--- config.mk ---
export PLATFORM = sky130hd
export DESIGN_NAME = cht_ctrl
export DESIGN_NICKNAME = d
export VERILOG_FILES = /design/src/hdl/cht_pkg.sv /design/src/hdl/cht_ctrl.sv
export SDC_FILE = /design/constraint.sdc
export NUM_CORES = 1
export LEC_CHECK = 0
export BUFFER_PORTS_ARGS = -buffer_cell sky130_fd_sc_hd__buf_2
export CORE_ASPECT_RATIO = 1.75
export CORE_MARGIN = 5
export CORE_UTILIZATION = 28
export CTS_BUF_LIST = sky130_fd_sc_hd__clkbuf_16
export DETAILED_ROUTE_END_ITERATION = 7
export GPL_TIMING_DRIVEN = 0
export MAX_ROUTING_LAYER = met4
export PLACE_DENSITY_LB_ADDON = 0.12
export SETUP_SLACK_MARGIN = 0.05
export SYNTH_ARGS = -nofsm -noshare
export SYNTH_HDL_FRONTEND = slang
export SYNTH_SLANG_ARGS = --single-unit
--- constraint.sdc ---
create_clock -name i_clk -period 1.7 [get_ports i_clk]
set_input_delay 0.17 -clock i_clk [delete_from_list [all_inputs] [get_ports i_clk]]
set_output_delay 0.17 -clock i_clk [all_outputs]
set_load 0.02 [all_outputs]
--- src/hdl/cht_pkg.sv ---
// shared constants, codes and controller/datapath handshake types
// for the coalesced hash table; no dependencies
package cht_pkg;

    localparam int TABLE_SIZE_DEF = 256;
    localparam int KEY_W          = 31;
    localparam int VAL_W          = 32;
    localparam int STAT_W         = 2;
    localparam int SLOT_W         = 8;

    // result status codes
    localparam logic [STAT_W-1:0] ST_INSERTED  = 2'd0;
    localparam logic [STAT_W-1:0] ST_FULL      = 2'd1;
    localparam logic [STAT_W-1:0] ST_FOUND     = 2'd2;
    localparam logic [STAT_W-1:0] ST_NOT_FOUND = 2'd3;

    // table write selects
    localparam int WSEL_W = 3;
    localparam logic [WSEL_W-1:0] W_NONE     = 3'd0;
    localparam logic [WSEL_W-1:0] W_CLR      = 3'd1;
    localparam logic [WSEL_W-1:0] W_NEW_POS  = 3'd2;
    localparam logic [WSEL_W-1:0] W_FR_PRI   = 3'd3;
    localparam logic [WSEL_W-1:0] W_FR_SEC   = 3'd4;
    localparam logic [WSEL_W-1:0] W_POS_LINK = 3'd5;
    localparam logic [WSEL_W-1:0] W_RELINK   = 3'd6;

    typedef struct packed {
        logic              load;       // capture word, start home hash
        logic              occ_hash;   // start hash of saved occupant key
        logic              take_home;  // latch home slot, read it
        logic              save_occ;   // keep occupant, start free scan
        logic              scan_next;  // read next scan slot
        logic              take_free;  // latch free slot
        logic              start_walk; // read head of occupant chain
        logic              follow;     // read next slot of chain
        logic [WSEL_W-1:0] wsel;
        logic              set_res;
        logic [STAT_W-1:0] res_status;
        logic              res_hit;
        logic              push;
    } t_cmd;

    typedef struct packed {
        logic mod_busy;
        logic is_lookup;
        logic rd_used;
        logic key_eq;
        logic has_next;
        logic next_eq_pos;
        logic next_ok;
        logic steps_last;
        logic scan_last;
        logic home_eq_pos;
        logic clr_last;
        logic out_free;
    } t_stat;

endpackage

--- src/hdl/cht_ctrl.sv ---
// sequencing state machine for clear, insert and lookup
// depends on cht_pkg
module cht_ctrl (
    input  logic           i_clk,
    input  logic           i_rst_n,
    input  logic           i_valid,
    input  cht_pkg::t_stat i_stat,
    output logic           o_ready,
    output cht_pkg::t_cmd  o_cmd
);
    import cht_pkg::*;

    localparam logic [3:0] S_CLEAR   = 4'd0;
    localparam logic [3:0] S_IDLE    = 4'd1;
    localparam logic [3:0] S_HASH    = 4'd2;
    localparam logic [3:0] S_HOME    = 4'd3;
    localparam logic [3:0] S_INS_CHK = 4'd4;
    localparam logic [3:0] S_SCAN    = 4'd5;
    localparam logic [3:0] S_OHASH   = 4'd6;
    localparam logic [3:0] S_CONF    = 4'd7;
    localparam logic [3:0] S_PRI2    = 4'd8;
    localparam logic [3:0] S_WALK    = 4'd9;
    localparam logic [3:0] S_SEC_END = 4'd10;
    localparam logic [3:0] S_LK_CHK  = 4'd11;
    localparam logic [3:0] S_OUT     = 4'd12;

    logic [3:0] r_state, n_state;

    always_ff @(posedge i_clk) begin
        if (!i_rst_n) begin
            r_state <= S_CLEAR;
        end else begin
            r_state <= n_state;
        end
    end

    assign o_ready = (r_state == S_IDLE);

    always_comb begin
        n_state = r_state;
        o_cmd   = '0;
        case (r_state)
            S_CLEAR: begin
                o_cmd.wsel = W_CLR;
                if (i_stat.clr_last) begin
                    n_state = S_IDLE;
                end
            end
            S_IDLE: begin
                if (i_valid) begin
                    o_cmd.load = 1'b1;
                    n_state = S_HASH;
                end
            end
            S_HASH: begin
                if (!i_stat.mod_busy) begin
                    n_state = S_HOME;
                end
            end
            S_HOME: begin
                o_cmd.take_home = 1'b1;
                n_state = i_stat.is_lookup ? S_LK_CHK : S_INS_CHK;
            end
            S_INS_CHK: begin
                if (!i_stat.rd_used) begin
                    o_cmd.wsel       = W_NEW_POS;
                    o_cmd.set_res    = 1'b1;
                    o_cmd.res_status = ST_INSERTED;
                    n_state = S_OUT;
                end else begin
                    o_cmd.save_occ = 1'b1;
                    n_state = S_SCAN;
                end
            end
            S_SCAN: begin
                if (!i_stat.rd_used) begin
                    o_cmd.take_free = 1'b1;
                    o_cmd.occ_hash  = 1'b1;
                    n_state = S_OHASH;
                end else if (i_stat.scan_last) begin
                    o_cmd.set_res    = 1'b1;
                    o_cmd.res_status = ST_FULL;
                    n_state = S_OUT;
                end else begin
                    o_cmd.scan_next = 1'b1;
                end
            end
            S_OHASH: begin
                if (!i_stat.mod_busy) begin
                    n_state = S_CONF;
                end
            end
            S_CONF: begin
                if (i_stat.home_eq_pos) begin
                    o_cmd.wsel = W_FR_PRI;
                    n_state = S_PRI2;
                end else begin
                    o_cmd.wsel       = W_FR_SEC;
                    o_cmd.start_walk = 1'b1;
                    n_state = S_WALK;
                end
            end
            S_PRI2: begin
                o_cmd.wsel       = W_POS_LINK;
                o_cmd.set_res    = 1'b1;
                o_cmd.res_status = ST_INSERTED;
                n_state = S_OUT;
            end
            S_WALK: begin
                if (!i_stat.has_next) begin
                    n_state = S_SEC_END;
                end else if (i_stat.next_eq_pos) begin
                    o_cmd.wsel = W_RELINK;
                    n_state = S_SEC_END;
                end else if (!i_stat.next_ok || i_stat.steps_last) begin
                    n_state = S_SEC_END;
                end else begin
                    o_cmd.follow = 1'b1;
                end
            end
            S_SEC_END: begin
                o_cmd.wsel       = W_NEW_POS;
                o_cmd.set_res    = 1'b1;
                o_cmd.res_status = ST_INSERTED;
                n_state = S_OUT;
            end
            S_LK_CHK: begin
                if (!i_stat.rd_used) begin
                    o_cmd.set_res    = 1'b1;
                    o_cmd.res_status = ST_NOT_FOUND;
                    n_state = S_OUT;
                end else if (i_stat.key_eq) begin
                    o_cmd.set_res    = 1'b1;
                    o_cmd.res_status = ST_FOUND;
                    o_cmd.res_hit    = 1'b1;
                    n_state = S_OUT;
                end else if (!i_stat.has_next || !i_stat.next_ok || i_stat.steps_last) begin
                    o_cmd.set_res    = 1'b1;
                    o_cmd.res_status = ST_NOT_FOUND;
                    n_state = S_OUT;
                end else begin
                    o_cmd.follow = 1'b1;
                end
            end
            S_OUT: begin
                if (i_stat.out_free) begin
                    o_cmd.push = 1'b1;
                    n_state = S_IDLE;
                end
            end
            default: begin
                n_state = S_IDLE;
            end
        endcase
    end

endmodule

# Word-level counts from Yosys, hierarchy flattened
# Cells that the tools add are included.
op_classes:
  multipliers: 0
  div_mod_pow: 0
  bitwise_logic: 0
  eq_ne: 20
  reduce_logical: 8
  mux: 51
  add_sub_neg: 0
  order_cmp: 0
  n_shift: 0
ops:
  columns: ["op", "count"]
  rows:
  - ["$mux 4", 16]
  - ["$pmux 4 s12", 1]
  - ["$mux 1", 22]
  - ["$mux 3", 7]
  - ["$eq 4x4->1 const B", 5]
  - ["$pmux 3 s6", 1]
  - ["$eq 4x3->1 const B", 4]
  - ["$pmux 3 s4", 1]
  - ["$ne 2x2->1 const B", 5]
  - ["$eq 4x2->1 const B", 2]
  - ["$ne 4x4->1 const B", 2]
  - ["$reduce_and 8->1", 1]
  - ["$mux 5", 1]
  - ["$eq 4x1->1 const B", 1]
  - ["$logic_not 4->1", 1]
  - ["$logic_or 1x1->1", 3]
  - ["$ne 3x3->1 const B", 1]
  - ["$logic_not 1->1", 2]
  - ["$mux 2", 1]
  - ["$pmux 1 s2", 1]
  - ["$reduce_or 2->1", 1]
totals:
  inputBits: 15
  register_bits: 4
  latch_bits: 0
  romBits: 0
  mem_bits_rw: 0
  n_memories: 0
  word_cells: 80

# Depth between registers and ports, before layout
logic_depth:
  word_depth: 7
  ltp_mapped: 6
  mapped_depth_nobuf: 5

# Least setup slack after synthesis
# No wires, ideal clock.
synth_timing:
  path_kind: "register to register"
  start: "register r_state[1]"
  end: "register r_state[3]"
  synth_period_minus_slack_ps: 1827
  setup_slack_ps: -127
  arrival_ps: 1710
  stages_incl_launch_ff: 6
  n_path_buf: 0
  path_cell_list: "dfxtp_1 > and2b_1 > a2111oi_2 > nor4_2 > a21oi_1 > nor3_2"
synth_between:
  elab_chain_len: 3
  word_cells_on_any_way: 24
  cone_classes: "eq/ne (20); mux (1); reduce/logical (3)"
synth_lines:
  columns: ["element", "line", "rtl"]
  rows:
  - ["from (decl)", "cht_ctrl.sv:27", "logic [3:0] r_state, n_state;"]
  - ["from (signal assigned)", "cht_ctrl.sv:33", "r_state <= n_state;"]
  - ["$eq 4x4->1 (tied with other cells)", "cht_ctrl.sv:42", "case (r_state)"]
  - ["$ne 4x4->1 (no line) (tied with other cells)", null, null]
  - ["$reduce_and 8->1 (no line) / $pmux 4 s12 (equally long branches)", null, null]
# Parallel ways exist; a longest one is shown, timed or not.
# A chain may end at the register's enable or synchronous reset.

# Worst setup path in the final report
layout_timing:
  start: "register r_state[1]"
  end: "register r_state[2]"
# Same word-level chain as after synthesis.

==> flow_metrics.tcl <==
set metrics [dict create \
    status "finished, violations left" \
    violations "setup timing" \
    synth-main-ff-cell "dfxtp_1" \
    syn_area_per_cell_um2 7.15 \
    holdWs_ps 267 \
    final_cell_count_no_fill 162 \
    p_clk_share_pct 19.5 \
    avgRoutedWirePerCell_um 16.8 \
    finalCritPeriodShare_pct 100 \
    die_area_um2 3520 \
    post-place-ws_ps -25.4 \
    synth_edf_count 0 \
    core.rowCount 23 \
    fin_nets 154 \
    drt-met1-wl_um 1010 \
    cp.arrival_ps 1850 \
    reg.largest.list "r_state x4" \
    r2r-end "r_state[2]" \
    worst-r2r-cell-count 6 \
    worstHoldEndpoint "r_state[1]" \
    io_buffers 31 \
    netlist.area_leader.share_pct 11.9 \
    start_kind "flop" \
    worst_slew_pin_slew_ps 421 \
    yosysUniqueCellTypes 39 \
    synth_seq_area_share_pct 11.9 \
    critPathCaptureType "flop" \
    ff2ff_setup_slack_ps -4 \
    max_slew_margin_pct 71.9 \
    regArea_um2 87.6 \
    p_switching_uw 847 \
    cts.sinks 4 \
    final_util_pct 50.1 \
    vias 920 \
    ys_top_cells_by_area "dfxtp_1 12%, buf_6 6.7%, nor2_1 6.1%" \
    async_reset_ff_share_pct 0 \
    dr.pass1.iters 4 \
    track_usage_pct 16.4 \
    min_path_cells 3 \
    met3_length_um 148 \
    maxSlewViolCount 0 \
    top_register "r_state" \
    cts_buffers 3 \
    drt_wl_total_um 2720 \
    max-cap-violations 0 \
    internal_power_mw 1.05 \
    drive_gt1_share_pct 55.5 \
    switching_share_pct 44.8 \
    dieHeight_um 74.8 \
    io_pins 32 \
    clockBufferDepth 2 \
    core_area_um2 2300 \
    dr_wl_met2_um 1490 \
    hold_violations 0 \
    grt_pass1_wl_um 4080 \
    largest_reg_flops 4 \
    antenna_found_initial 0 \
    place_congestion 0.789 \
    cts_tree "built" \
    n_antenna_cell 0 \
    crit_required_ps 1840 \
    setup_ws_ps -4.17 \
    path_max_fanout 7 \
    fillers 242 \
    r2r_start "r_state[1]" \
    drtIter0Drc 19 \
    cts-htree-levels 1 \
    clock-root-buffer "clkbuf_16" \
    place_inst 150 \
    final_area_um2 1150 \
    yosysWarnings 0 \
    p_leak_nw 0.511 \
    highest_layer "met4" \
    power_frac_seq_pct 9.8 \
    grt_setup_unrepaired "true" \
    syn-cell-area_um2 672 \
    drc 0 \
    finalSetupViolCount 1 \
    hp-class "in2reg" \
    grt_pass1_vias 857 \
    synth.top_cells.by_count "11 x nor2_1, 8 x a21oi_1, 7 x nand2_1" \
    p_total_mw 1.89 \
    die_w_um 47.0 \
    dpl-instance-area_um2 877 \
    ys_seq_elements 4 \
    pwr-share-comb_pct 70.8 \
    vias_per_cell 5.68 \
    synth_top_cell_by_area "dfxtp_1" \
    period_needed_ps 1700 \
    hp-start "i_rst_n" \
    setup_tns_ps -4.17 \
    start_util_pct 29.2 \
    power_density_nw_per_um2 1640 \
    grt_max_degree 11 \
    ir_drop_v 0.00106 \
    multi_input_area_um2 599 \
    hpwlAfterDp_um 1920 \
    ant_nets 0 \
    fmax_mhz 587 \
    overflow 0 \
    syn-num-nets 109 \
    clkTransAtPathRegs_ps 30 \
    synth_most_common_cell "nor2_1" \
    worst-setup-path-type "reg2reg" \
    synthCells 94 \
    clock_skew_ps 0.963 \
    syn_to_final_growth_pct 71.7 \
    clock_latency_ps 220 \
]
-- layout by cell type (no fill, tap or decap), types with 2 or more instances in the layout --
cell	instances
a211oi_1	2
a211oi_2	2
a21oi_1	7
a31o_2	3
buf_2	28
buf_4	12
buf_6	9
clkbuf_16	3
dfxtp_1	2
dfxtp_4	2
inv_1	3
nand2_1	6
nand2b_1	5
nand3_1	3
nand3b_1	3
nor2_1	10
nor3_1	2
nor3_2	2
nor3_4	2
o21ai_0	3
o221ai_1	2
-- power by group through the flow --
stage	logic, mW	registers [mW]	clock network [mW]
floorplan	0.748	0.155	0
global placement	0.984	0.164	0
detailed placement	0.996	0.163	0
CTS	1.12	0.172	0.373
global route	1.44	0.190	0.380
finish	1.34	0.185	0.369
-- timing repair --
| action | CTS | global route |
|---|---|---|
| resized for setup | 19 | 17 |
| hold buffers | 0 | 0 |
| endpoints found under the setup margin | 14 | 11 |
| cloned | 0 | 0 |
| pin swaps | 1 | 11 |
| setup buffers | 1 | 9 |
-- critical path: stages (launching register included) --
cell	delay, ps
dfxtp_4	350
buf_6	130
or4b_4	490
a21oi_4	180
nor4_4	90
buf_4	170
a211oi_2	210
-- how the worst max path moves through the flow --
stage	startpoint	depth (start not counted)	slack, ps	to
6_report	r_state[1]	6	-4	r_state[2]
5_1_grt	r_state[3]	6	-90	r_state[2]
4_1_cts	r_state[3]	4	20	o_cmd[11]
3_5_place_dp	r_state[2]	6	-30	r_state[0]
3_3_place_gp	r_state[0]	6	-30	r_state[2]
2_1_floorplan	r_state[1]	4	40	o_cmd[15]
-- cell type report --
class	count	area share, %
sequential	4	7.59
inverter	4	1.30
clock buffer	3	6.51
timing repair buffer	40	20.6
buffer	10	9.33
tap	25	2.71
multi-input combinational	76	52.0
-- routing by layer --
metal  track usage (%)  up-vias
li1                  -      440
met1              19.2      440
met2              27.2       31
met3              1.91        9
met4              7.08        0
met5                 -        -
-- kinds of logic after synthesis --
kind of cell / Yosys count / share of synthesized area (%)
buffers and inverters: 14 / 15.3
xor gates and xnor gates: 1 / 1.30
AOI/OAI and AO/OA: 31 / 34.1
DFF: 4 / 11.9
and+or+nand+nor: 44 / 37.4
Note: power is estimated with default switching activity, not from simulation.
